==> config.mk <==
export PLATFORM = sky130hd
export DESIGN_NAME = irlc_regs
export DESIGN_NICKNAME = d
export VERILOG_FILES = /design/src/rtl/irlc_pkg.sv /design/src/rtl/irlc_regs.sv
export SDC_FILE = /design/constraint.sdc
export NUM_CORES = 1
export LEC_CHECK = 0
export BUFFER_PORTS_ARGS = -buffer_cell sky130_fd_sc_hd__buf_2
export CAP_MARGIN = 20
export CORE_MARGIN = 4
export CORE_UTILIZATION = 35
export DETAILED_ROUTE_END_ITERATION = 16
export PLACE_DENSITY = 0.6
export SYNTH_ARGS = -nofsm -noshare
export SYNTH_HDL_FRONTEND = slang
export SYNTH_SLANG_ARGS = --single-unit
==> constraint.sdc <==
create_clock -name clk -period 1.2 [get_ports clk]
set_clock_uncertainty 0.1 [all_clocks]
set_input_delay 0.24 -clock clk [delete_from_list [all_inputs] [get_ports clk]]
set_output_delay 0.24 -clock clk [all_outputs]
set_load 0.005 [all_outputs]
==> src/rtl/irlc_pkg.sv <==
// Shared types, constants and the color table of the IR-code RGB lamp control.
// No dependencies; every other file of the block imports it.
`timescale 1ns / 1ps
`default_nettype none

package irlc_pkg;

	localparam int CODE_W  = 32;
	localparam int PCT_W   = 7;
	localparam int CHAN_W  = 8;
	localparam int PROD_W  = CHAN_W + PCT_W;
	localparam int CFG_IDX_W = 3;
	localparam int CFG_DATA_W = 32;

	// Register indexes of the configuration port.
	localparam logic [CFG_IDX_W-1:0] REG_TOGGLE_CODE = 3'd0;
	localparam logic [CFG_IDX_W-1:0] REG_COLOR_CODE  = 3'd1;
	localparam logic [CFG_IDX_W-1:0] REG_LEVEL_CODE  = 3'd2;
	localparam logic [CFG_IDX_W-1:0] REG_PCT_LOW     = 3'd3;
	localparam logic [CFG_IDX_W-1:0] REG_PCT_MID     = 3'd4;
	localparam logic [CFG_IDX_W-1:0] REG_PCT_HIGH    = 3'd5;

	localparam logic [CODE_W-1:0] TOGGLE_CODE_RST = 32'd551505585;
	localparam logic [CODE_W-1:0] COLOR_CODE_RST  = 32'd551521905;
	localparam logic [CODE_W-1:0] LEVEL_CODE_RST  = 32'd551519865;
	localparam logic [PCT_W-1:0]  PCT_LOW_RST     = 7'd20;
	localparam logic [PCT_W-1:0]  PCT_MID_RST     = 7'd50;
	localparam logic [PCT_W-1:0]  PCT_HIGH_RST    = 7'd80;

	// x / 100 == (x * RECIP_100) >> RECIP_SHIFT for every x below 2**PROD_W.
	localparam int RECIP_W = 17;
	localparam logic [RECIP_W-1:0] RECIP_100 = 17'd41944;
	localparam int RECIP_SHIFT = 22;
	localparam int QUOT_W = 9;
	localparam logic [QUOT_W-1:0] CHAN_MAX = 9'd255;

	typedef struct packed {
		logic [CODE_W-1:0] toggle_code;
		logic [CODE_W-1:0] color_code;
		logic [CODE_W-1:0] level_code;
		logic [PCT_W-1:0]  pct_low;
		logic [PCT_W-1:0]  pct_mid;
		logic [PCT_W-1:0]  pct_high;
	} cfg_t;

	typedef struct packed {
		logic [CHAN_W-1:0] red;
		logic [CHAN_W-1:0] green;
		logic [CHAN_W-1:0] blue;
	} rgb_t;

	// Snapshot of the lamp after one code, handed to the scaling pipe.
	typedef struct packed {
		logic             power;
		rgb_t             base;
		logic [PCT_W-1:0] pct;
	} scale_req_t;

	// White, red, orange, yellow, pink, blue; the two spare entries are dark.
	function automatic rgb_t color_rgb(input logic [2:0] idx);
		rgb_t c;
		unique case (idx)
			3'd0: c = '{8'd255, 8'd255, 8'd255};
			3'd1: c = '{8'd255, 8'd0,   8'd0};
			3'd2: c = '{8'd255, 8'd100, 8'd0};
			3'd3: c = '{8'd255, 8'd230, 8'd0};
			3'd4: c = '{8'd255, 8'd0,   8'd230};
			3'd5: c = '{8'd0,   8'd0,   8'd255};
			default: c = '{8'd0, 8'd0, 8'd0};
		endcase
		return c;
	endfunction

endpackage

`default_nettype wire

==> src/rtl/irlc_regs.sv <==
// Configuration register file: button codes and the three brightness percents.
// Depends on irlc_pkg.
`timescale 1ns / 1ps
`default_nettype none

module irlc_regs import irlc_pkg::*; (
	input  wire logic                  clk,
	input  wire logic                  arst_n,
	input  wire logic                  wr_en,
	input  wire logic [CFG_IDX_W-1:0]  wr_index,
	input  wire logic [CFG_DATA_W-1:0] wr_data,
	output cfg_t                       cfg
);

	cfg_t cfg_q;

	always_ff @(posedge clk or negedge arst_n) begin
		if (!arst_n) begin
			cfg_q.toggle_code <= TOGGLE_CODE_RST;
			cfg_q.color_code  <= COLOR_CODE_RST;
			cfg_q.level_code  <= LEVEL_CODE_RST;
			cfg_q.pct_low     <= PCT_LOW_RST;
			cfg_q.pct_mid     <= PCT_MID_RST;
			cfg_q.pct_high    <= PCT_HIGH_RST;
		end else if (wr_en) begin
			unique case (wr_index)
				REG_TOGGLE_CODE: cfg_q.toggle_code <= wr_data;
				REG_COLOR_CODE:  cfg_q.color_code  <= wr_data;
				REG_LEVEL_CODE:  cfg_q.level_code  <= wr_data;
				REG_PCT_LOW:     cfg_q.pct_low     <= wr_data[PCT_W-1:0];
				REG_PCT_MID:     cfg_q.pct_mid     <= wr_data[PCT_W-1:0];
				REG_PCT_HIGH:    cfg_q.pct_high    <= wr_data[PCT_W-1:0];
				default: ; // drop writes past the last register
			endcase
		end
	end

	assign cfg = cfg_q;

endmodule

`default_nettype wire

# Word level (Yosys, flattened, before mapping)
# Cells that the tools add are included.
# totals
input_bits	38
ff_bits	117
output_inout_bits	117
# op_classes
eq_ne	5
n_reduce_logical	7
# ops
operator	n
$reduce_and A2 Y1	6
$eq A3 B2 Y1 const B	2
$eq A3 B3 Y1 const B	2
$eq A3 B1 Y1 const B	1
$logic_not A3 Y1	1

# Longest topological paths before layout
# depth
depth_word	2
ltp_mapped	5
depth_no_buf	2

# Worst setup path after synthesis
# Ideal clock, no wire load.
# synth_path
kind	input to register
start	input port wr_index[0]
end	register cfg_q (netlist bit cfg[106])
cell_stages	4
t_arrival_ns	1.266
required_ns	0.975
path_buffers	2
setup_ns	0.125
path_slack_ns	-0.291
cell_sequence	buf_6 nor4b_4 buf_6 mux2_4
# synth_between
elab_chain_cells	2
# synth_lines
element	line_no	rtl
from (decl)	irlc_regs.sv:10	input wire logic [CFG_IDX_W-1:0] wr_index,
$logic_not A3 Y1	irlc_regs.sv:26	unique case (wr_index)
$reduce_and A2 Y1 (no line)	n/a	
to (decl)	irlc_regs.sv:15	cfg_t cfg_q;
# No other way between the ends.
# A chain may end at the register's enable or synchronous reset.

# Worst setup path in the final report
# layout_path
start	register cfg_q (netlist bit cfg[40])
end	output port cfg[40] (netlist bit)
# layout_rtl
element	line_no	rtl
to (decl)	irlc_regs.sv:12	output cfg_t cfg
# No word-level cell between the ends.

==> results.py <==
metrics = {
    "status": {
        "status": "complete, but fails checks",
        "violations": "negative setup slack",
    },
    "setup_path": {
        "critPathSlowestCell": "dfstp_2",
        "reg2reg_depth": 3,
        "cp-start-kind": "flip-flop",
        "r2r_slack_ns": 0.07,
        "timing.rr.end": "cfg[115]$_DFFE_PN0P_",
        "worst_ep_arrival_time_ns": 1.06,
        "cp_max_fo": 2,
        "critPathMaxStageDelay_ns": 0.54,
        "cp_cell_sequence": "buf_2",
        "cp.buffers_inverters": 1,
        "required_ns": 0.86,
        "cpLargestDelayFamily": "flip-flops",
        "worst_setup_path_end_kind": "output pin",
        "r2r-start": "cfg[115]$_DFFE_PN0P_",
        "crit_type": "reg2out",
    },
    "yosys": {
        "synth_area_leader_cell": "dfrtp_1",
        "synth_edf_count": 0,
        "syn_inst": 253,
        "synth_ff_type": "dfrtp_1",
        "yosysTopAreaCellShare_pct": 34.1,
        "ys_types": 10,
        "synth-async-reset-ratio_pct": 100,
        "synth_nets": 291,
        "ys_ff_latch": 117,
        "synthTopCellsByArea": "dfrtp_1, dfstp_2, mux2_1",
        "netlist_area_sq_mm": 0.00455,
        "synth_common_cells": "dfrtp_1, mux2_1, dfstp_2",
        "synth.most_common_cell": "dfrtp_1",
        "syn_area_per_cell_sq_um": 18.0,
        "ys_warn_count": 0,
        "ys_seq_area_share_pct": 65.9,
    },
    "timing": {
        "setup_tns_ns": -13.05,
        "hold_viol": 0,
        "grt_setup_unrepaired": "yes",
        "worst_slack_ns": -0.202,
        "worstMarginPinSlew_ns": 0.271,
        "fmax_mhz": 713,
        "slew_violations": 0,
        "slew_headroom_pct": 81.9,
        "layout_min_cycle_time_ns": 1.40,
        "fin_crit_sh_pct": 117,
        "setup_viol_count_final": 118,
    },
    "min_path": {
        "worstHoldStart": "wr_data[31]",
        "min_path_type": "in2reg",
        "hold-path-cell-count": 2,
        "whs_endpoint": "cfg[52]$_DFFE_PN0P_",
    },
    "global_route": {
        "track_usage_pct": 17.6,
        "grt_start_max_net_pins": 44,
        "grt_pass1_wl_mm": 19.4,
        "antenna_found_initial": 0,
        "grt_pass1_vias": 3448,
        "grt-ovfl-total": 0,
    },
    "placement": {
        "dpl_cell_area_sq_mm": 0.00590,
        "gp_congestion": 0.754,
        "io_buffer_count": 154,
        "place_hpwl_mm": 7.46,
        "post-place-ws_ns": -0.464,
    },
    "routing": {
        "routed_wl_mm": 13.0,
        "drt_iter0_markers": 103,
        "drc": 0,
        "firstDrtPassIters": 4,
        "viasPerCell": 4.51,
        "vias": 3175,
        "wl_per_cell_microns": 18.5,
        "antenna_left": 0,
    },
    "finish": {
        "drive_above_1_share_pct": 82.1,
        "area_delta_synth_final_pct": 67.5,
        "antenna_cells": 0,
        "fin_util_pct": 60.2,
        "largest_reg_flops": 117,
        "fin_area_sq_mm": 0.00762,
        "layout.nets": 558,
    },
    "power_and_ir_drop": {
        "p_per_area_mw_per_mm2": 1830,
        "leakage_uw": 0.00364,
        "ir_drop_mv": 1.04,
    },
    "floorplan": {
        "start_util_pct": 35.9,
        "die_area_sq_mm": 0.0149,
        "die_w_microns": 122,
        "core-area_sq_mm": 0.0127,
        "dieHeight_microns": 122,
        "num_rows": 41,
        "num_io_pins": 155,
    },
    "clock_network": {
        "clk_latency_ns": 0.40,
        "clockBufferDepth": 2,
        "cts_buffers": 17,
        "clock-sinks": 117,
        "path_clk_slew_ns": 0.05,
        "root_buffer": "clkbuf_16",
        "htreeDepth": 4,
        "cts_tree": "yes",
    },
    "run": {
        "max_cap_viol_count": 0,
    },
}
-- cells by family after synthesis --
| kind of cell | after synthesis | share of synthesized area (%) |
|---|---|---|
| buffers and inverters | 13 | 2.80 |
| AND/OR/NAND/NOR | 6 | 1.57 |
| flip-flops | 117 | 65.9 |
| multiplexers | 117 | 29.8 |
-- cell type report --
cell class | count | area, sq um
fillers | 990 | 5050
well taps | 172 | 215
clock inverters | 3 | 17.5
repair buffers | 261 | 2120
flip-flops and latches | 117 | 3000
multi-input cells | 123 | 1760
clock buffers | 28 | 517
-- worst max path at each step --
stage | slack, ns | to | depth (start not counted) | start
after floorplan | -0.29 | cfg[106]$_DFFE_PN0P_ | 4 | wr_index[0]
after global placement | -0.44 | cfg[93]$_DFFE_PN0P_ | 4 | wr_index[1]
after detailed placement | -0.46 | cfg[97]$_DFFE_PN0P_ | 4 | wr_index[1]
after CTS | -0.23 | cfg[40] | 1 | cfg[40]$_DFFE_PN1P_
after global routing | -0.23 | cfg[40] | 1 | cfg[40]$_DFFE_PN1P_
final | -0.20 | cfg[40] | 1 | cfg[40]$_DFFE_PN1P_
-- placed cells by master (no fill, tap or decap) --
cell | netlist | final
buf_12 | 0 | 8
buf_16 | 0 | 3
buf_2 | 3 | 111
buf_4 | 0 | 66
buf_6 | 10 | 44
clkbuf_1 | 0 | 6
clkbuf_16 | 0 | 20
clkbuf_4 | 0 | 1
clkbuf_8 | 0 | 5
clkinv_2 | 0 | 2
clkinvlp_4 | 0 | 1
dfrtp_1 | 62 | 62
dfstp_2 | 55 | 55
dlygate4sd3_1 | 0 | 25
mux2_2 | 47 | 29
mux2_4 | 10 | 88
nand4b_1 | 2 | 2
nor4b_4 | 1 | 1
nor4bb_2 | 0 | 1
nor4bb_4 | 0 | 2
-- through the flow --
step	std cells	hold WS [ns]	power, uW
floorplan	253	-0.156	6900
global placement	579	0.0180	8210
global route	704	0.0141	14600
detailed placement	579	0.0190	8280
CTS	683	0.00457	13700
finish	704	0.0162	13900
-- what timing repair did --
action | in CTS | in global routing
setup endpoints to repair | 143 | 174
hold buffers | 25 | 0
pin swaps | 2 | 2
hold endpoints to repair | 138 | 0
resized for setup | 28 | 33
setup buffers | 45 | 18
gates cloned | 3 | 3
-- per-layer routing --
metal,GRT usage [%],vias up,routed length (microns)
met2,27.2,110,6230
li1,-,1439,-
met4,5.88,0,166
met3,7.89,18,1040
met1,22.0,1608,5610
met5,0,-,0
-- report_power, final --
part / switching (uW) / internal, uW / total (uW)
Combinational: 1140 / 2600 / 3740
Sequential: 542 / 5130 / 5670
Clock: 1650 / 2890 / 4540
No activity file was read; power rests on OpenSTA's default activity.
