**src/rtl/irlc_pkg.sv**
```systemverilog
// Shared types, constants and the color table of the IR-code RGB lamp control.
// No dependencies; every other file of the block imports it.
`timescale 1ns / 1ps
`default_nettype none

package irlc_pkg;

	localparam int CODE_W  = 32;
	localparam int PCT_W   = 7;
	localparam int CHAN_W  = 8;
	localparam int PROD_W  = CHAN_W + PCT_W;
	localparam int CFG_IDX_W = 3;
	localparam int CFG_DATA_W = 32;

	// Register indexes of the configuration port.
	localparam logic [CFG_IDX_W-1:0] REG_TOGGLE_CODE = 3'd0;
	localparam logic [CFG_IDX_W-1:0] REG_COLOR_CODE  = 3'd1;
	localparam logic [CFG_IDX_W-1:0] REG_LEVEL_CODE  = 3'd2;
	localparam logic [CFG_IDX_W-1:0] REG_PCT_LOW     = 3'd3;
	localparam logic [CFG_IDX_W-1:0] REG_PCT_MID     = 3'd4;
	localparam logic [CFG_IDX_W-1:0] REG_PCT_HIGH    = 3'd5;

	localparam logic [CODE_W-1:0] TOGGLE_CODE_RST = 32'd551505585;
	localparam logic [CODE_W-1:0] COLOR_CODE_RST  = 32'd551521905;
	localparam logic [CODE_W-1:0] LEVEL_CODE_RST  = 32'd551519865;
	localparam logic [PCT_W-1:0]  PCT_LOW_RST     = 7'd20;
	localparam logic [PCT_W-1:0]  PCT_MID_RST     = 7'd50;
	localparam logic [PCT_W-1:0]  PCT_HIGH_RST    = 7'd80;

	// x / 100 == (x * RECIP_100) >> RECIP_SHIFT for every x below 2**PROD_W.
	localparam int RECIP_W = 17;
	localparam logic [RECIP_W-1:0] RECIP_100 = 17'd41944;
	localparam int RECIP_SHIFT = 22;
	localparam int QUOT_W = 9;
	localparam logic [QUOT_W-1:0] CHAN_MAX = 9'd255;

	typedef struct packed {
		logic [CODE_W-1:0] toggle_code;
		logic [CODE_W-1:0] color_code;
		logic [CODE_W-1:0] level_code;
		logic [PCT_W-1:0]  pct_low;
		logic [PCT_W-1:0]  pct_mid;
		logic [PCT_W-1:0]  pct_high;
	} cfg_t;

	typedef struct packed {
		logic [CHAN_W-1:0] red;
		logic [CHAN_W-1:0] green;
		logic [CHAN_W-1:0] blue;
	} rgb_t;

	// Snapshot of the lamp after one code, handed to the scaling pipe.
	typedef struct packed {
		logic             power;
		rgb_t             base;
		logic [PCT_W-1:0] pct;
	} scale_req_t;

	// White, red, orange, yellow, pink, blue; the two spare entries are dark.
	function automatic rgb_t color_rgb(input logic [2:0] idx);
		rgb_t c;
		unique case (idx)
			3'd0: c = '{8'd255, 8'd255, 8'd255};
			3'd1: c = '{8'd255, 8'd0,   8'd0};
			3'd2: c = '{8'd255, 8'd100, 8'd0};
			3'd3: c = '{8'd255, 8'd230, 8'd0};
			3'd4: c = '{8'd255, 8'd0,   8'd230};
			3'd5: c = '{8'd0,   8'd0,   8'd255};
			default: c = '{8'd0, 8'd0, 8'd0};
		endcase
		return c;
	endfunction

endpackage

`default_nettype wire

```
**src/rtl/irlc_state.sv**
```systemverilog
// Code decode and lamp state (power, color index, level index), plus the first pipe stage.
// Depends on irlc_pkg.
`timescale 1ns / 1ps
`default_nettype none

module irlc_state import irlc_pkg::*; #(
	parameter int NUM_COLORS = 6,
	parameter int NUM_LEVELS = 3
) (
	input  wire logic              clk,
	input  wire logic              arst_n,
	input  wire cfg_t              cfg,
	input  wire logic              in_valid,
	input  wire logic [CODE_W-1:0] in_code,
	input  wire logic              run,
	output logic                   in_ready,
	output logic                   valid_s1,
	output scale_req_t             req_s1,
	input  wire logic              down_ready
);

	localparam logic [3:0] NCOL = 4'(NUM_COLORS);
	localparam logic [2:0] NLEV = 3'(NUM_LEVELS);
	localparam logic [1:0] LEVEL_RST = 2'(NUM_LEVELS - 1);

	logic       power_q;
	logic [2:0] color_q;
	logic [1:0] level_q;

	logic       power_d;
	logic [2:0] color_d;
	logic [1:0] level_d;
	logic [2:0] color_inc;
	logic [1:0] level_inc;
	logic [PCT_W-1:0] pct_d;
	logic       en_s1;
	logic       acc;

	// Stage 1 moves when empty or when stage 2 takes its item.
	assign en_s1    = !valid_s1 || down_ready;
	assign in_ready = en_s1 && run;
	assign acc      = in_valid && in_ready;

	assign color_inc = color_q + 3'd1;
	assign level_inc = level_q + 2'd1;

	always_comb begin
		power_d = power_q;
		color_d = color_q;
		level_d = level_q;
		priority if (in_code == cfg.toggle_code) begin
			power_d = !power_q;
		end else if (in_code == cfg.color_code) begin
			if (power_q) begin
				color_d = ({1'b0, color_inc} >= NCOL) ? 3'd0 : color_inc;
			end
		end else if (in_code == cfg.level_code) begin
			if (power_q) begin
				level_d = ({1'b0, level_inc} >= NLEV) ? 2'd0 : level_inc;
			end
		end else begin
			// unmatched code: hold the lamp state
		end
	end

	always_comb begin
		unique case (level_d)
			2'd0: pct_d = cfg.pct_low;
			2'd1: pct_d = cfg.pct_mid;
			2'd2: pct_d = cfg.pct_high;
			default: pct_d = '0;
		endcase
	end

	always_ff @(posedge clk or negedge arst_n) begin
		if (!arst_n) begin
			power_q  <= 1'b0;
			color_q  <= 3'd0;
			level_q  <= LEVEL_RST;
			valid_s1 <= 1'b0;
		end else begin
			if (acc) begin
				power_q <= power_d;
				color_q <= color_d;
				level_q <= level_d;
			end
			if (en_s1) begin
				valid_s1 <= acc;
			end
		end
	end

	always_ff @(posedge clk) begin
		if (acc) begin
			req_s1.power <= power_d;
			req_s1.base  <= color_rgb(color_d);
			req_s1.pct   <= pct_d;
		end
	end

	a_color_range: assert property (@(posedge clk) disable iff (!arst_n)
		{1'b0, color_q} < NCOL)
		else $error("color index out of range");

	a_level_range: assert property (@(posedge clk) disable iff (!arst_n)
		{1'b0, level_q} < NLEV)
		else $error("level index out of range");

	a_power_only_toggle: assert property (@(posedge clk) disable iff (!arst_n)
		acc && (in_code != cfg.toggle_code) |=> power_q == $past(power_q))
		else $error("power changed without toggle code");

	a_off_frozen: assert property (@(posedge clk) disable iff (!arst_n)
		acc && !power_q |=> (color_q == $past(color_q)) && (level_q == $past(level_q)))
		else $error("color or level advanced while off");

endmodule

`default_nettype wire

```
**config.mk**
```make
export PLATFORM = sky130hd
export DESIGN_NAME = irlc_state
export DESIGN_NICKNAME = d
export VERILOG_FILES = /design/src/rtl/irlc_pkg.sv /design/src/rtl/irlc_state.sv
export SDC_FILE = /design/constraint.sdc
export NUM_CORES = 1
export LEC_CHECK = 0
export BUFFER_PORTS_ARGS = -buffer_cell sky130_fd_sc_hd__buf_2
export CAP_MARGIN = 20
export CORE_MARGIN = 2
export CORE_UTILIZATION = 40
export CTS_CLUSTER_DIAMETER = 80
export DETAILED_ROUTE_END_ITERATION = 6
export PLACE_DENSITY = 0.8
export SETUP_SLACK_MARGIN = 0.3
export SLEW_MARGIN = 20
export SYNTH_ARGS = -nofsm -noshare
export SYNTH_HDL_FRONTEND = slang
export SYNTH_SLANG_ARGS = --single-unit
```
**constraint.sdc**
```tcl
create_clock -name clk -period 4.71 [get_ports clk]
set_clock_uncertainty 0.2 [all_clocks]
set_input_delay 1.1775 -clock clk [delete_from_list [all_inputs] [get_ports clk]]
set_output_delay 1.1775 -clock clk [all_outputs]
set_load 0.005 [all_outputs]
```
# Yosys cells after proc, flatten, opt, wreduce, memory -nomap -nowiden
# Index checks and enable logic that the tools add are counted.
totals:
  regBits: 39
  input_bits: 154
  out_inout_bits: 34
  elab_cells: 42
classes:
  add_sub_neg: 2
  magnitude_cmp: 2
  eq_ne: 10
  mux: 12
  n_reduce_logical: 7
ops:
  columns: ["op", "count"]
  rows:
  - ["$pmux 24 s6", 1]
  - ["$eq 32x32->1", 3]
  - ["$pmux 7 s3", 1]
  - ["$mux 3", 4]
  - ["$mux 2", 5]
  - ["$eq 3x2->1 const B", 2]
  - ["$eq 3x3->1 const B", 2]
  - ["$add 3x1->3 const B", 1]
  - ["$eq 3x1->1 const B", 1]
  - ["$ge 3x3->1 const B", 1]
  - ["$logic_not 3->1", 1]
  - ["$add 2x1->2 const B", 1]
  - ["$eq 2x1->1 const B", 1]
  - ["$eq 2x2->1 const B", 1]
  - ["$ge 2x2->1 const B", 1]
  - ["$logic_and 1x1->1", 2]
  - ["$logic_not 1->1", 2]
  - ["$logic_not 2->1", 1]
  - ["$logic_or 1x1->1", 1]
  - ["$mux 1", 1]

# Longest topological paths before layout
logic_depth:
  depth_word: 9
  mapped_depth: 8
  depth_no_buf: 7

# Least setup slack after synthesis
# OpenSTA, ideal clock, no wires.
synth_path:
  path_type: "in2reg"
  startpoint: "in cfg[113] (netlist name)"
  endpoint: "reg req_s1[0] (netlist name) (data pin)"
  t_arrival_ns: 2.661
  t_required_ns: 4.233
  path_slack_ns: 1.572
  stages: 8
  path_buffers: 1
  path_cell_list: "xor2_1 > nor4_2 > nand4_1 > o21a_2 > and2_1 > buf_2 > a221oi_1 > a221oi_1"
synth_via:
  elab_chain_cells: 4
  elab_cells_between_ends: 6
synth_rtl:
  columns: ["item", "line_no", "rtl"]
  rows:
  - ["from (decl)", "irlc_state.sv:12", "input wire cfg_t cfg,"]
  - ["$eq 32x32->1 *", "irlc_state.sv:51", "priority if (in_code == cfg.toggle_code) begin"]
  - ["$mux 2 *", "irlc_state.sv:51", null]
  - ["$eq 2x2->1, or another cell as far along", "irlc_state.sv:67", "unique case (level_d)"]
  - ["$pmux 7 s3 *", "irlc_state.sv:67", null]
  - ["named net pct_d[0]", "irlc_state.sv:35", "logic [PCT_W-1:0] pct_d;"]
  - ["to (decl)", "irlc_state.sv:18", "output scale_req_t req_s1,"]
# The timed path passes the listed nets; every way through them passes the cells marked *.
# A chain may end at the register's enable or synchronous reset.

# Final worst setup path
layout_path:
  startpoint: "in in_code[7]"
  endpoint: "reg req_s1[2] (netlist name) (data pin)"
layout_via:
  elab_chain_cells: 6
  elab_cells_between_ends: 10
layout_rtl:
  columns: ["item", "line_no", "rtl"]
  rows:
  - ["from (decl)", "irlc_state.sv:14", "input wire logic [CODE_W-1:0] in_code,"]
  - ["$eq 32x32->1", "irlc_state.sv:57", "end else if (in_code == cfg.level_code) begin"]
  - ["$mux 2", "irlc_state.sv:57", null]
  - ["$mux 2", "irlc_state.sv:53", "end else if (in_code == cfg.color_code) begin"]
  - ["$mux 2 *", "irlc_state.sv:51", null]
  - ["$eq 2x2->1, or another cell as far along", "irlc_state.sv:67", null]
  - ["$pmux 7 s3 *", "irlc_state.sv:67", null]
  - ["named net pct_d[2]", "irlc_state.sv:35", null]
# Marked as above.

==> impl_metrics.env <==
export IMPL_yosys_area_top_type="xor2_1"
export IMPL_syn_num_nets=403
export IMPL_start_util=0.415
export IMPL_cts_sinks=21
export IMPL_place_gp_congestion=0.936
export IMPL_yosys_warnings=0
export IMPL_die_w_um=82.4
export IMPL_relSlewSlack=0.589
export IMPL_rsz0062_at_grt="no"
export IMPL_synth_edf_count=14
export IMPL_arrival_ns=3.26
export IMPL_fin_util=0.569
export IMPL_totalWireLength_um=7860
export IMPL_slew_viol_final=0
export IMPL_synth_top_area_frac=0.235
export IMPL_ctsResizeCount=0
export IMPL_p_leak_nw=1.66
export IMPL_grt_overflow_total=0
export IMPL_hold_viol_final=0
export IMPL_critical_path_class="input port to register"
export IMPL_grt_busiest_layer="met2"
export IMPL_finalPower_uw=516
export IMPL_cts_buffer_depth=2
export IMPL_path_cells="buf_2 > xor2_1 > nor4_1 > nand4_1 > a211oi_2 > and2_1 > a221oi_1 > a221oi_1"
export IMPL_setup_viol=0
export IMPL_hp_class="register to register"
export IMPL_gr_usage_met3=0.0315
export IMPL_worstPathRequired_ns=4.57
export IMPL_cpMaxStageDelayCell="nor4_1"
export IMPL_crit_fanout=7
export IMPL_grt_usage=0.238
export IMPL_met1_usage=0.276
export IMPL_fmax_mhz=295
export IMPL_layout_drive_gt1_share=0.496
export IMPL_ant_nets=0
export IMPL_h_tree_depth=1
export IMPL_die_y_um=82.4
export IMPL_worst_slew_pin_slew_ns=0.615
export IMPL_io_pins=188
export IMPL_status="finished, final reports clean"
export IMPL_r2r_slack_ns=2.56
export IMPL_remaining_drc_errors=0
export IMPL_postCtsHoldBufs=0
export IMPL_syn_area_um2=2460
export IMPL_die_area_um2=6790
export IMPL_nFillCells=514
export IMPL_cp_end_kind="register"
export IMPL_crit_family="simple AND/OR/NAND/NOR gates"
export IMPL_dp_cells=488
export IMPL_crit_buf_inv=1
export IMPL_area_growth_pct=37.1
export IMPL_p_per_area_nw_per_um2=153
export IMPL_ys_types=39
export IMPL_ys_flop_type="edfxtp_1"
export IMPL_wire_per_inst_um=16.0
export IMPL_antenna_found_initial=0
export IMPL_yosys_register_bits=21
export IMPL_synth_area_top_cells="xor2_1 24%, edfxtp_1 17%, xnor2_1 12%, mux2i_1 6.5%, dfrtp_1 6.1%"
export IMPL_irDropWorstVdd_mv=0.117
export IMPL_cts_tree="built"
export IMPL_insertion_delay_ns=0.26
export IMPL_grt_pass1_wl_um=12000
export IMPL_via_per_inst=5.02
export IMPL_avgSynthCellArea_um2=9.95
export IMPL_grt_pass1_vias=2589
export IMPL_vias=2472
export IMPL_grtUsageMet2=0.446
export IMPL_placementRows=28
export IMPL_post_dp_hpwl_um=6930
export IMPL_grt_max_degree=16
export IMPL_finalHoldWorstSlack_ns=0.303
export IMPL_synthArstFlopShare=0.333
export IMPL_startpoint_type="input port"
export IMPL_io_buffers=187
export IMPL_core_area_um2=5920
export IMPL_period_share=0.720
export IMPL_path_common_cell="a221oi_1"
export IMPL_cts_root_buffer="clkbuf_8"
export IMPL_slowest_delay_ns=0.42
export IMPL_dr_pass1_iters=6
export IMPL_fin_crit_ns=3.39
export IMPL_tns_ns=0
export IMPL_postSynthCellCount=247
export IMPL_ys_seq_area_frac=0.243
export IMPL_cts_setup_buffers=0
export IMPL_nets=574
export IMPL_drtIter0Drc=121
export IMPL_clk_pin_slew_ns=0.08
export IMPL_cts_made_buffers=3
export IMPL_maxCapViolCount=0
export IMPL_antenna_cells=0
export IMPL_finalNonFillerCells=492
-- routing by layer --
metal	up-vias	wire, µm	part of all wire
li1	1218	-	-
met1	1101	3060	0.39
met2	134	4140	0.53
met3	19	495	0.063
met4	0	162	0.021
met5	-	0	0
-- per-stage QoR --
stage                     area (µm²)  setup WS, ns
after floorplan                 2460          1.57
after global placement          3320          1.18
after detailed placement        3320          1.09
after CTS                       3370          1.36
after global routing            3370          1.14
final                           3370          1.32
-- cell type report --
| class | instances | area [µm²] | area share |
|---|---|---|---|
| inverters | 4 | 15.0 | 0.00445 |
| flip-flops and latches | 21 | 597 | 0.177 |
| clock inverters | 1 | 5.00 | 0.00148 |
| clock buffers | 3 | 41.3 | 0.0122 |
| well taps | 75 | 93.8 | 0.0278 |
| multi-input cells | 201 | 1680 | 0.499 |
| repair buffers | 187 | 936 | 0.278 |
-- kinds of logic after synthesis --
| family | Yosys count | share of synthesized area |
|---|---|---|
| mux | 19 | 0.0804 |
| flops | 21 | 0.243 |
| fa+ha+maj | 2 | 0.0102 |
| xor+xnor | 99 | 0.353 |
| simple gates | 57 | 0.155 |
| buf+inv | 25 | 0.0728 |
| compound gates | 24 | 0.0860 |
-- cell usage after synthesis (2+ instances only) --
library cell	n
xor2_1	66
xnor2_1	33
buf_4	18
mux2i_1	16
a221oi_1	14
edfxtp_1	14
nor4_1	14
nand4_1	12
nor2_1	8
dfrtp_1	6
nand2_1	6
inv_1	4
o21ai_0	3
a21oi_1	2
and2_1	2
ha_1	2
mux2_2	2
nor2b_1	2
nor4_2	2
nor4_4	2
-- worst paths after layout --
path / startpoint / endpoint / depth (start not counted)
max: in_code[7] / req_s1[2] / 8
min: valid_s1 / valid_s1 / 2
max reg2reg: color_q[0] / req_s1[11] / 6
min reg2reg: valid_s1 / valid_s1 / 2
max in group asynchronous: arst_n / level_q[1] / 1
min in group asynchronous: arst_n / color_q[0] / 1
-- registers in the layout (all words and copies together), names as in the netlist --
register  cells
color_q       3
level_q       2
power_q       1
req_s1       14
valid_s1      1
-- tightest hold or removal path: cells and delay by family (launching register included) --
kind	cells	cell delay, ns
simple gates	2	0.13
flops	1	0.35
-- cell usage in the layout, fill, tap and decap left out --
master	netlist	layout
nor4_4	2	2
inv_1	4	4
o2111ai_4	1	1
mux2_2	2	2
nor3b_1	1	1
xor2_1	66	66
or2_0	1	1
o21ai_0	3	3
nor4_1	14	14
edfxtp_1	14	14
nand4_1	12	12
ha_1	2	2
nand2b_1	1	1
o21a_2	1	1
and2_1	2	2
dfstp_2	1	1
clkbuf_8	0	3
or2_4	1	1
or2b_1	1	1
xnor2_1	33	33
nand2_4	1	1
a21oi_2	1	1
dfrtp_1	6	6
nor3_1	1	1
a221oi_1	14	14
clkinv_2	0	1
buf_2	1	187
nor4b_2	1	1
nor4_2	2	2
nand2_1	6	6
mux2_4	1	1
mux2i_1	16	16
a21oi_1	2	2
a211oi_2	1	1
nor2b_1	2	2
or2_2	1	1
nor2_1	8	8
o21a_1	1	1
-- report_power, final --
| group | internal, mW | total, mW | switching, mW |
|---|---|---|---|
| Sequential | 0.202 | 0.203 | 0.00175 |
| Clock | 0.0591 | 0.120 | 0.0612 |
| Combinational | 0.0982 | 0.193 | 0.0943 |
Note: power is estimated with default switching activity, not from simulation.
