==> config.mk <==
export PLATFORM = sky130hd
export DESIGN_NAME = irlc_scale
export DESIGN_NICKNAME = d
export VERILOG_FILES = /design/src/rtl/irlc_pkg.sv /design/src/rtl/irlc_scale.sv
export SDC_FILE = /design/constraint.sdc
export NUM_CORES = 1
export LEC_CHECK = 0
export BUFFER_PORTS_ARGS = -buffer_cell sky130_fd_sc_hd__buf_4
export CAP_MARGIN = 20
export CORE_MARGIN = 4
export CORE_UTILIZATION = 70
export CTS_CLUSTER_SIZE = 10
export DETAILED_ROUTE_END_ITERATION = 10
export HOLD_SLACK_MARGIN = 0.06
export PLACE_DENSITY = 0.88
export SLEW_MARGIN = 0
export SYNTH_ARGS = -nofsm -noshare
export SYNTH_HDL_FRONTEND = slang
export SYNTH_SLANG_ARGS = --single-unit
==> constraint.sdc <==
create_clock -name clk -period 14.8 [get_ports clk]
set_input_delay 2.22 -clock clk [delete_from_list [all_inputs] [get_ports clk]]
set_output_delay 2.22 -clock clk [all_outputs]
set_load 0.005 [all_outputs]
==> src/rtl/irlc_pkg.sv <==
// Shared types, constants and the color table of the IR-code RGB lamp control.
// No dependencies; every other file of the block imports it.
`timescale 1ns / 1ps
`default_nettype none

package irlc_pkg;

	localparam int CODE_W  = 32;
	localparam int PCT_W   = 7;
	localparam int CHAN_W  = 8;
	localparam int PROD_W  = CHAN_W + PCT_W;
	localparam int CFG_IDX_W = 3;
	localparam int CFG_DATA_W = 32;

	// Register indexes of the configuration port.
	localparam logic [CFG_IDX_W-1:0] REG_TOGGLE_CODE = 3'd0;
	localparam logic [CFG_IDX_W-1:0] REG_COLOR_CODE  = 3'd1;
	localparam logic [CFG_IDX_W-1:0] REG_LEVEL_CODE  = 3'd2;
	localparam logic [CFG_IDX_W-1:0] REG_PCT_LOW     = 3'd3;
	localparam logic [CFG_IDX_W-1:0] REG_PCT_MID     = 3'd4;
	localparam logic [CFG_IDX_W-1:0] REG_PCT_HIGH    = 3'd5;

	localparam logic [CODE_W-1:0] TOGGLE_CODE_RST = 32'd551505585;
	localparam logic [CODE_W-1:0] COLOR_CODE_RST  = 32'd551521905;
	localparam logic [CODE_W-1:0] LEVEL_CODE_RST  = 32'd551519865;
	localparam logic [PCT_W-1:0]  PCT_LOW_RST     = 7'd20;
	localparam logic [PCT_W-1:0]  PCT_MID_RST     = 7'd50;
	localparam logic [PCT_W-1:0]  PCT_HIGH_RST    = 7'd80;

	// x / 100 == (x * RECIP_100) >> RECIP_SHIFT for every x below 2**PROD_W.
	localparam int RECIP_W = 17;
	localparam logic [RECIP_W-1:0] RECIP_100 = 17'd41944;
	localparam int RECIP_SHIFT = 22;
	localparam int QUOT_W = 9;
	localparam logic [QUOT_W-1:0] CHAN_MAX = 9'd255;

	typedef struct packed {
		logic [CODE_W-1:0] toggle_code;
		logic [CODE_W-1:0] color_code;
		logic [CODE_W-1:0] level_code;
		logic [PCT_W-1:0]  pct_low;
		logic [PCT_W-1:0]  pct_mid;
		logic [PCT_W-1:0]  pct_high;
	} cfg_t;

	typedef struct packed {
		logic [CHAN_W-1:0] red;
		logic [CHAN_W-1:0] green;
		logic [CHAN_W-1:0] blue;
	} rgb_t;

	// Snapshot of the lamp after one code, handed to the scaling pipe.
	typedef struct packed {
		logic             power;
		rgb_t             base;
		logic [PCT_W-1:0] pct;
	} scale_req_t;

	// White, red, orange, yellow, pink, blue; the two spare entries are dark.
	function automatic rgb_t color_rgb(input logic [2:0] idx);
		rgb_t c;
		unique case (idx)
			3'd0: c = '{8'd255, 8'd255, 8'd255};
			3'd1: c = '{8'd255, 8'd0,   8'd0};
			3'd2: c = '{8'd255, 8'd100, 8'd0};
			3'd3: c = '{8'd255, 8'd230, 8'd0};
			3'd4: c = '{8'd255, 8'd0,   8'd230};
			3'd5: c = '{8'd0,   8'd0,   8'd255};
			default: c = '{8'd0, 8'd0, 8'd0};
		endcase
		return c;
	endfunction

endpackage

`default_nettype wire

==> src/rtl/irlc_scale.sv <==
// Channel scaling pipe: base * percent, then divide by 100 with saturation (zero while off), into the result register.
// Depends on irlc_pkg.
`timescale 1ns / 1ps
`default_nettype none

module irlc_scale import irlc_pkg::*; (
	input  wire logic       clk,
	input  wire logic       arst_n,
	input  wire logic       valid_s1,
	input  wire scale_req_t req_s1,
	output logic            up_ready,
	output logic            out_valid,
	input  wire logic       out_ready,
	output logic            out_on,
	output rgb_t            out_rgb
);

	localparam int FULL_W = PROD_W + RECIP_W - 1;

	logic              valid_s2;
	logic              power_s2;
	logic [PROD_W-1:0] prod_r_s2;
	logic [PROD_W-1:0] prod_g_s2;
	logic [PROD_W-1:0] prod_b_s2;
	logic              out_valid_q;
	logic              out_on_q;
	rgb_t              out_rgb_q;
	logic              adv_out;
	logic              en_s2;
	rgb_t              lvl;

	function automatic logic [CHAN_W-1:0] div100_sat(input logic [PROD_W-1:0] p,
			input logic on);
		logic [FULL_W-1:0] m;
		logic [QUOT_W-1:0] q;
		m = FULL_W'(p) * FULL_W'(RECIP_100);
		q = m[RECIP_SHIFT +: QUOT_W];
		if (!on) begin
			return '0;
		end
		return (q > CHAN_MAX) ? CHAN_MAX[CHAN_W-1:0] : q[CHAN_W-1:0];
	endfunction

	assign adv_out  = !out_valid_q || out_ready;
	assign en_s2    = !valid_s2 || adv_out;
	assign up_ready = en_s2;

	always_ff @(posedge clk or negedge arst_n) begin
		if (!arst_n) begin
			valid_s2    <= 1'b0;
			out_valid_q <= 1'b0;
		end else begin
			if (en_s2) begin
				valid_s2 <= valid_s1;
			end
			if (adv_out) begin
				out_valid_q <= valid_s2;
			end
		end
	end

	always_ff @(posedge clk) begin
		if (valid_s1 && en_s2) begin
			power_s2  <= req_s1.power;
			prod_r_s2 <= PROD_W'(req_s1.base.red)   * PROD_W'(req_s1.pct);
			prod_g_s2 <= PROD_W'(req_s1.base.green) * PROD_W'(req_s1.pct);
			prod_b_s2 <= PROD_W'(req_s1.base.blue)  * PROD_W'(req_s1.pct);
		end
	end

	assign lvl.red   = div100_sat(prod_r_s2, power_s2);
	assign lvl.green = div100_sat(prod_g_s2, power_s2);
	assign lvl.blue  = div100_sat(prod_b_s2, power_s2);

	always_ff @(posedge clk) begin
		if (valid_s2 && adv_out) begin
			out_on_q  <= power_s2;
			out_rgb_q <= lvl;
		end
	end

	assign out_valid = out_valid_q;
	assign out_on    = out_on_q;
	assign out_rgb   = out_rgb_q;

endmodule

`default_nettype wire
# After elaboration in Yosys (flattened, before gate mapping)
# Cells that the tools add are included.
[word_totals]
ff_bits = 73
wordCells = 28
[op_classes]
n_mul = 6
n_lt_le_gt_ge = 3
n_mux = 3
n_reduce_logical = 6
[ops]
columns = ["cell", "count"]
rows = [
  ["15-bit by 13-bit multiplier with 28-bit output (second input constant)", 3],
  ["8-bit by 7-bit multiplier with 15-bit output", 3],
  ["9-bit by 8-bit greater-than comparator with 1-bit output (second input constant)", 3],
  ["8-bit 2-to-1 mux", 3],
  ["1-bit logical AND", 2],
  ["1-bit logical NOT", 2],
  ["1-bit logical OR", 2],
]

# Depth between registers and ports, before layout
# Gate-level depths: netlist of run 1.
[depth]
word_depth = 4
depth_mapped = 18
mapped_depth_nobuf = 18

# Least setup slack after synthesis of run 1
# OpenSTA, ideal clock, no wires.
[synth_path]
kind = "input to register"
from = "input req_s1[1] (netlist name)"
to = "register prod_b_s2[12], data pin"
arrival_ns = 5.709
required_ns = 14.542
setup_slack_ns = 8.834
stages = 15
n_path_buf = 1
path_cell_list = "clkbuf_1 -> and2_1 -> fa_1 -> inv_1 -> fa_1 -> fa_1 -> inv_1 -> fa_1 -> ha_1 -> nor2b_1 -> o211ai_1 -> nand2_1 -> a41oi_1 -> nor2b_1 -> xnor2_1"
[synth_via]
elab_chain_len = 1
[synth_lines]
columns = ["item", "line", "text"]
rows = [
  ["start, declared", "irlc_scale.sv:10", "input wire scale_req_t req_s1,"],
  ["8-bit by 7-bit multiplier with 15-bit output", "irlc_scale.sv:67", "prod_b_s2 <= PROD_W'(req_s1.base.blue) * PROD_W'(req_s1.pct);"],
  ["end signal, assigned", "irlc_scale.sv:67", ""],
  ["end, declared", "irlc_scale.sv:24", "logic [PROD_W-1:0] prod_b_s2;"],
]
# No other way between the ends.
# A chain may end at the register's enable or synchronous reset.

# Worst setup path in the final report of run 1
[layout_path]
from = "input req_s1[1] (netlist name)"
to = "register prod_g_s2[13], data pin"
[layout_via]
elab_chain_len = 1
[layout_lines]
columns = ["item", "line", "text"]
rows = [
  ["8-bit by 7-bit multiplier with 15-bit output", "irlc_scale.sv:66", "prod_g_s2 <= PROD_W'(req_s1.base.green) * PROD_W'(req_s1.pct);"],
  ["end signal, assigned", "irlc_scale.sv:66", ""],
  ["end, declared", "irlc_scale.sv:23", "logic [PROD_W-1:0] prod_g_s2;"],
]
# No other way between the ends.

==> results of run 1 <==
-- metal layers --
metal  up-vias  share of wire, %
li1       5747                 -
met1      6271                38
met2       537                51
met3       147               6.5
met4         0               4.3
met5         -                 0
-- cell type report --
class	count	share of cell area (%)
inverter	467	9.14
clock buffer	9	1.17
timing repair buffer	64	2.67
sequential	73	11.4
multi-input combinational	1223	73.2
clock inverter	7	0.319
tap	330	2.15
-- registers in the layout, summed over array words and instances (netlist names) --
register / flops
power_s2: 1
out_rgb: 24
prod_b_s2: 15
prod_g_s2: 15
prod_r_s2: 15
out_on: 1
valid_s2: 1
out_valid: 1
-- cells in the final DEF (no fill, tap or decap), types with 3 or more instances in the layout --
cell,count
a211oi_1,4
a21o_1,13
a21oi_1,57
a21oi_2,4
a31oi_1,5
a41oi_1,6
and2_1,69
buf_4,62
clkbuf_16,9
clkinv_1,3
edfxtp_1,71
fa_1,294
ha_1,399
inv_1,466
nand2_1,135
nand2b_1,5
nand3_1,12
nand4_1,10
nor2_1,25
nor2b_1,13
nor3_1,12
o211ai_1,8
o21a_1,28
o21ai_0,13
o21ai_1,5
o21bai_1,3
o22ai_1,3
or3_1,3
xnor2_1,50
xor2_1,13
-- final timing paths --
check / endpoint / slack [ns] / cells after the start
setup / recovery: prod_g_s2[13] / 8.75 / 17
setup reg to reg: out_rgb[23] / 9.09 / 18
hold reg to reg: out_valid / 0.49 / 1
hold / removal: out_valid / 0.49 / 1
max in group asynchronous: out_valid / 13.07 / 1
min in group asynchronous: valid_s2 / 1.64 / 1
-- critical path, cell delays in order --
cell and delay [ns]:
buf_4 0.24, nand2_1 0.12, fa_1 0.57, inv_1 0.07
ha_1 0.27, inv_1 0.08, fa_1 0.42, fa_1 0.49
inv_1 0.05, ha_1 0.32, inv_1 0.08, o21bai_1 0.11
a21o_1 0.20, a21oi_1 0.27, o21ai_1 0.15, o41ai_1 0.37
xnor2_1 0.11
-- cell usage after synthesis (3+ instances only) --
library cell | n | share of area (%)
a211oi_1 | 4 | 0.17
o211ai_1 | 8 | 0.33
a31oi_1 | 5 | 0.17
a21oi_2 | 4 | 0.19
nand4_1 | 10 | 0.35
nand2b_1 | 5 | 0.17
nor2b_1 | 13 | 0.45
a21oi_1 | 57 | 1.6
edfxtp_1 | 71 | 12
nand3_1 | 12 | 0.33
fa_1 | 294 | 33
nand2_1 | 135 | 2.8
o21bai_1 | 3 | 0.12
nor2_1 | 25 | 0.52
nor3_1 | 12 | 0.33
inv_1 | 466 | 9.7
o21ai_1 | 5 | 0.14
clkbuf_1 | 16 | 0.33
xnor2_1 | 50 | 2.4
o21ai_0 | 13 | 0.36
or3_1 | 3 | 0.10
and2_1 | 70 | 2.4
a41oi_1 | 6 | 0.29
ha_1 | 399 | 28
xor2_1 | 13 | 0.63
o21a_1 | 28 | 1.2
a21o_1 | 13 | 0.54
o22ai_1 | 3 | 0.10
-- cells by family after synthesis --
logic type / after synthesis
xor+xnor: 65
fa+ha+maj: 693
simple gates: 296
buf+inv: 483
compound gates: 169
flops: 73
-- through the flow --
| stage | instance area, um^2 | setup WS (ns) | cells |
|---|---|---|---|
| 3_5_place_dp | 18900 | 8.50 | 2156 |
| 2_1_floorplan | 18000 | 8.83 | 1779 |
| 3_3_place_gp | 18900 | 8.68 | 2155 |
| 5_1_grt | 19200 | 8.58 | 2173 |
| 6_report | 19200 | 8.75 | 2173 |
| 4_1_cts | 19200 | 8.86 | 2172 |
==> impl_metrics.ini, run 1 <==
[status]
status = finished, final reports clean

[grt]
met2_usage_pct = 52.6
use_met3_pct = 4.41
grt_pass1_vias = 14100
grt_max_degree = 47
grt_usage_pct = 29.5
grt_pass1_wl_um = 67300
use_met1_pct = 36.4
gr-total-overflow = 0
top_usage_layer = met2
antenna_found_initial = 0

[floorplan]
die_y_um = 169
die_w_um = 169
initial_core_util_pct = 71.5
ios = 63
die_area_um2 = 28400
fp-row-count = 58
core-area_um2 = 25300

[yosys]
synthArstFlopShare_pct = 2.74
synth_cells = 1779
synth_xor_area_share_pct = 3.30
ys_seq_area_share_pct = 12.1
synth_nets = 2508
synth_top_family_by_area = adder cells
synthesis.area_um2 = 18000
synth-compound-area-share_pct = 6.29
yosysWarningCount = 0
synth-edff-count = 71
synth_seq_cells = 73
synthMuxAreaShare_pct = 0
syn_area_per_cell_um2 = 10.1
synth_fa_ha_area_share_pct = 60.3
synth_ff_type = edfxtp_1
yosys.area_share.simple_pct = 7.97
synthDistinctLibCells = 56

[cells_and_area]
fin_util_pct = 76.0
diodes = 0
drive_above_1_share_pct = 5.05
fill_cells = 1527
area_growth_pct = 6.39
layout.area.seq_um2 = 2180
nets = 2567
multiInputGateArea_um2 = 14000

[sta]
hold_viol = 0
rsz0062_at_grt = no
period_share_pct = 40.9
timing.setup.tns_ns = 0
fmax_mhz = 165
maxSlewViolCount = 0
max_slew_margin_pct = 37.8
worst_clock_skew_ns = 0.00886
worst_pin_slew_ns = 0.933
layout_min_cycle_time_ns = 6.05
setup_viol = 0
holdWs_ns = 0.492

[critical_path]
startpoint = req_s1[1]
r2r-start = prod_r_s2[12]
critPathCaptureType = register
cp_max_fo = 24
worst-endpoint-required_ns = 14.89
crit_arrival_ns = 6.15
critPathKind = in -> reg
start_kind = primary input

[min_path]
hold_start = valid_s2
hp-class = reg -> reg

[place]
io_buffers = 62
place_congestion = 0.923
hpwl_um = 33800

[route]
routed_wl_um = 40100
ant_nets = 0
drtPass1Iterations = 6
vias_per_cell = 5.85
wl_per_cell_um = 18.5
drc = 0
drt_iter0_markers = 779
dr_total_vias = 12700

[clock_tree]
cts_buffers = 9
cts_buffer_depth = 2
ctsHoldBuffers = 0
clock_sinks = 73
postCtsResizedCells = 0
cts_root_buffer = clkbuf_16
clk_latency_ns = 0.36
cts_tree = done
cts_setup_buffers = 0
clkTransAtPathRegs_ns = 0.06
htreeDepth = 3

[job]
drv_cap = 0
Power of run 1 is not shown: default switching activity piles up to over one toggle a cycle in this logic, so the estimate is an artifact.
==> run 2, diff against run 1 <==
Settings changed: ABC_AREA set to 1, CORE_UTILIZATION 70 to 60, PLACE_DENSITY 0.88 to 0.8.
Clock period 14.8 ns to 4.95 ns, I/O delays scaled along.
==> run 2 against run 1 <==
Synthesized cell count rose by 33%. Non-clock buffer count increased by 8. Global-route usage is 4.0 points lower. Synthesized area increased by 11%. Largest cell class unchanged.
==> impl_metrics.ini, run 2 <==
[critical_path]
slowest_stage = fa_1
cp_max_fo = 8
max_stage_delay_ns = 0.57
critPathCaptureType = register
reg2reg_setup_slack_ns = 0.24
critPathKind = reg -> reg
worst-endpoint-required_ns = 4.99
rr_worst_depth = 17
crit_arrival_ns = 4.74
r2r-start = prod_g_s2[13]
rr_endpoint = out_rgb[9]
start_kind = register
cp_common_cell = fa_1
path_buf_inv = 2
cp_top_family = adder cells
path_cells = ha_1 > fa_1 > fa_1 > fa_1 > inv_1 > fa_1 > inv_1 > ha_1 > nand2_1 > nor2_1 > nand2_2 > nor2_1 > nand2_1 > nand3_1 > nand2_1 > nand2_4 > a21oi_1

[yosys]
synthesis.area_um2 = 20000
synthTopCellsByCount = inv_1, nand2_1, ha_1
synth_seq_cells = 73
synthArstFlopShare_pct = 2.74
synth_most_common_cell = inv_1
synth.area.top_cells = fa_1, ha_1, inv_1
synth_cells = 2367
yosys.area.top_type_share_pct = 29.4
yosysWarningCount = 0
synth-edff-count = 71
syn_area_per_cell_um2 = 8.45
synthDistinctLibCells = 37
synth_ff_type = edfxtp_1
ys_seq_area_share_pct = 10.9
synth_nets = 3096
synth_top_area_cell = fa_1

[route]
routed_wl_um = 43400
vias_per_cell = 5.31
drtPass1Iterations = 6
drc = 0
drt_iter0_markers = 968
dr_total_vias = 15300
ant_nets = 0
wl_per_cell_um = 15.1

[grt]
gr-total-overflow = 0
grt_pass1_vias = 16500
grt_pass1_wl_um = 75400
antenna_found_initial = 0
grt_usage_pct = 25.4
grt_max_degree = 47

[cells_and_area]
diodes = 0
area_growth_pct = 6.60
largest_reg_flops = 24
layout.area.seq_um2 = 2180
layout_common_cells = inv_1, nand2_1, ha_1, fa_1, a21oi_1
multiInputGateArea_um2 = 15400
nets = 3163
mostFrequentLayoutCell = inv_1
fill_cells = 2738
final_cell_area_um2 = 21300
drive_above_1_share_pct = 6.11

[clock_tree]
cts_root_buffer = clkbuf_16
clock_sinks = 73
cts_buffers = 9
cts_buffer_depth = 2
htreeDepth = 3
cts_tree = done
clk_latency_ns = 0.36
clkTransAtPathRegs_ns = 0.06

[floorplan]
die_w_um = 191
die_area_um2 = 36300
fp-row-count = 66
core-area_um2 = 32700
die_y_um = 191
initial_core_util_pct = 61.2
ios = 63

[sta]
period_share_pct = 95.1
max_slew_margin_pct = 30.8
setup_viol = 0
fmax_mhz = 213
worst_pin_slew_ns = 1.04
worst_clock_skew_ns = 0.00976
layout_min_cycle_time_ns = 4.71
maxSlewViolCount = 0
rsz0062_at_grt = no
timing.setup.tns_ns = 0
hold_viol = 0
holdWs_ns = 0.162

[status]
status = finished, final reports clean

[min_path]
hp-class = in -> async

[place]
io_buffers = 62
placed_area_um2 = 21000
place_congestion = 0.943
hpwl_um = 38100

[job]
drv_cap = 0
==> run 2: cell count changes after synthesis, moves of 25 or more <==
cell	delta
and2_1	-69
o21a_1	-25
xnor2_1	-36
nand3_1	+51
a21oi_1	+55
nand2_1	+346
inv_1	+172
nor2_1	+54
==> run 2: metrics by stage <==
| stage | setup slack (ns) | util, % | instances |
|---|---|---|---|
| 2_1_floorplan | 0.496 | - | 2367 |
| 3_3_place_gp | 0.252 | 64.2 | 2857 |
| 3_5_place_dp | 0.201 | 64.2 | 2857 |
| 4_1_cts | 0.249 | 65.0 | 2873 |
| 5_1_grt | 0.00482 | 65.2 | 2881 |
| 6_report | 0.245 | 65.2 | 2881 |
==> run 2: what timing repair did <==
item,CTS,global route
gates resized for setup,0,3
setup buffers,0,8
hold buffers,0,0
endpoints found under the setup margin,0,9
endpoints found under the hold margin,0,0
==> run 2: final cells by class <==
| type | instances | share of cell area [%] |
|---|---|---|
| Multi-Input combinational cell | 1638 | 72.1 |
| Inverter | 640 | 11.3 |
| Sequential cell | 73 | 10.2 |
| Tap cell | 442 | 2.59 |
| Timing Repair Buffer | 72 | 2.53 |
| Clock buffer | 14 | 1.24 |
| Clock inverter | 2 | 0.0587 |
==> run 2: cells by family after synthesis <==
family                     Yosys count  synth area share [%]
adders and majority gates          693                  54.4
and+or+nand+nor                    707                  15.1
AOI/OAI and AO/OA                  200                  5.67
DFF                                 73                  10.9
buffers and inverters              656                  12.3
xor gates and xnor gates            38                  1.66
==> run 2: worst reg2reg max path: cells and delay by family, from the launching register on <==
family | cells | cell delay [ns]
flip-flops | 1 | 0.56
buffers and inverters | 2 | 0.10
adder cells (fa/ha/maj) | 6 | 2.76
AO/OA/AOI/OAI | 1 | 0.10
AND/OR/NAND/NOR | 8 | 0.85
==> run 2: routing by layer <==
layer | share of wire, % | track usage [%]
met5 | 0 | 0
met4 | 2.5 | 6.55
met3 | 5.9 | 4.21
met2 | 49 | 44.9
met1 | 42 | 32.7
==> run 2: how the worst max path moves through the flow <==
stage | slack [ns] | startpoint | end | cells past startpoint
5_1_grt | 0.005 | prod_g_s2[8] | out_rgb[12] | 18
6_report | 0.24 | prod_g_s2[13] | out_rgb[9] | 17
3_3_place_gp | 0.25 | req_s1[1] | prod_b_s2[12] | 16
2_1_floorplan | 0.50 | req_s1[1] | prod_b_s2[12] | 16
4_1_cts | 0.25 | prod_r_s2[12] | out_rgb[18] | 20
3_5_place_dp | 0.20 | req_s1[1] | prod_b_s2[12] | 16
Power of run 2 is left out for the same reason.
==> run 3, diff against run 2 <==
Settings changed: RECOVER_POWER set to 50.
==> run 3 against run 2 <==
The run now ends with capacitance limit, slew limit left. Register-to-register slack about the same. Design area fell by 0.12%. Sequential cell count did not move. Maximum frequency hardly changed. Global-route usage did not move. Via count rose by 0.24%. First-iteration DRC count fell by 2.1%. Cell count is the same. Clock skew hardly changed. Critical endpoint unchanged. Highest routed layer unchanged.
==> impl_metrics.ini, run 3 (same netlist as run 2, synthesis figures left out) <==
[sta]
period_share_pct = 95.1
hold_viol = 0
maxSlewViolCount = 47
layout_min_cycle_time_ns = 4.71
setup_viol = 0
fmax_mhz = 212
worst_pin_slew_ns = 1.87
rsz0062_at_grt = no
worst_clock_skew_ns = 0.0101
timing.setup.tns_ns = 0
max_slew_margin_pct = -24.7
holdWs_ns = 0.164
fin_ws_ns = 0.242

[place]
pre_cts_slack_ns = 0.201
hpwl_um = 38100
io_buffers = 62
place_congestion = 0.943

[route]
drtPass1Iterations = 7
drt_iter0_markers = 948
route.met3.wl_um = 2430
route.met2.wl_um = 21500
ant_nets = 0
dr_total_vias = 15300
routedLengthMet1_um = 18600
drc = 0
vias_per_cell = 5.32
routed_wl_um = 43600
wl_per_cell_um = 15.1
route.top_layer_used = met4

[floorplan]
initial_core_util_pct = 61.2
ios = 63
fp-row-count = 66
die_w_um = 191
core-area_um2 = 32700
die_y_um = 191
die_area_um2 = 36300

[clock_tree]
cts_root_buffer = clkbuf_16
clk_latency_ns = 0.36
cts_buffer_depth = 2
clock_sinks = 73
clkTransAtPathRegs_ns = 0.06
ctsHoldBuffers = 0
cts_buffers = 9
htreeDepth = 3
cts_tree = done

[grt]
gr-total-overflow = 0
grt_usage_pct = 25.4
grt_pass1_vias = 16500
grt_pass1_wl_um = 75400
grt_max_degree = 47
antenna_found_initial = 0

[cells_and_area]
area_growth_pct = 6.47
largest_reg_flops = 24
layout.area.seq_um2 = 2180
multiInputGateArea_um2 = 15400
mostFrequentLayoutCell = inv_1
nets = 3163
diodes = 0
layout_common_cells = inv_1, nand2_1, ha_1, fa_1, a21oi_1
drive_above_1_share_pct = 5.78
fill_cells = 2743

[critical_path]
path_cells = ha_1 > fa_1 > fa_1 > fa_1 > inv_1 > fa_1 > inv_1 > ha_1 > nand2_1 > nor2_1 > nand2_2 > nor2_1 > nand2_1 > nand3_1 > nand2_1 > nand2_4 > a21oi_1
start_kind = register
slowest_stage = fa_1
cp_top_family = adder cells
reg2reg_setup_slack_ns = 0.24
worst-endpoint-required_ns = 4.99
critPathCaptureType = register
path_buf_inv = 2
max_stage_delay_ns = 0.57
critPathKind = reg -> reg
startpoint = prod_g_s2[13]
cp_max_fo = 8
cp_common_cell = fa_1
crit_arrival_ns = 4.75
r2r-start = prod_g_s2[13]
rr_endpoint = out_rgb[9]
rr_worst_depth = 17

[min_path]
hp-class = in -> async

[status]
violations = capacitance limit, slew limit
status = finished, violations left

[job]
drv_cap = 1
[run 3: how the worst max path moves through the flow]
stage	end	slack, ns	cells past startpoint
after detailed placement	prod_b_s2[12]	0.20	16
after CTS	out_rgb[18]	0.25	20
after floorplan	prod_b_s2[12]	0.50	16
final	out_rgb[9]	0.24	17
after global routing	out_rgb[12]	0.005	18
after global placement	prod_b_s2[12]	0.25	16
[run 3: cell type report]
cell class / instances / share of cell area (%)
Clock inverter: 2 / 0.0587
Sequential cell: 73 / 10.2
Clock buffer: 14 / 1.24
Multi-Input combinational cell: 1638 / 72.2
Timing Repair Buffer: 72 / 2.43
Tap cell: 442 / 2.60
Inverter: 640 / 11.3
[run 3: through the flow]
step,cell area (um^2),instances,util [%]
after floorplan,20000,2367,-
after global placement,21000,2857,64.2
after detailed placement,21000,2857,64.2
after CTS,21300,2873,65.0
after global routing,21300,2881,65.2
final,21300,2881,65.2
[run 3: layer usage]
layer  vias to the layer above  GRT usage [%]
li1                       7432              -
met1                      7437           32.7
met2                       387           44.9
met3                        72           4.21
met4                         0           6.55
met5                         -              0
[run 3: what timing repair did]
| item | CTS | global route |
|---|---|---|
| buffers inserted | 0 | 8 |
| endpoints found under the setup margin | 0 | 9 |
| resized for setup | 0 | 3 |
Power of run 3 is left out for the same reason.
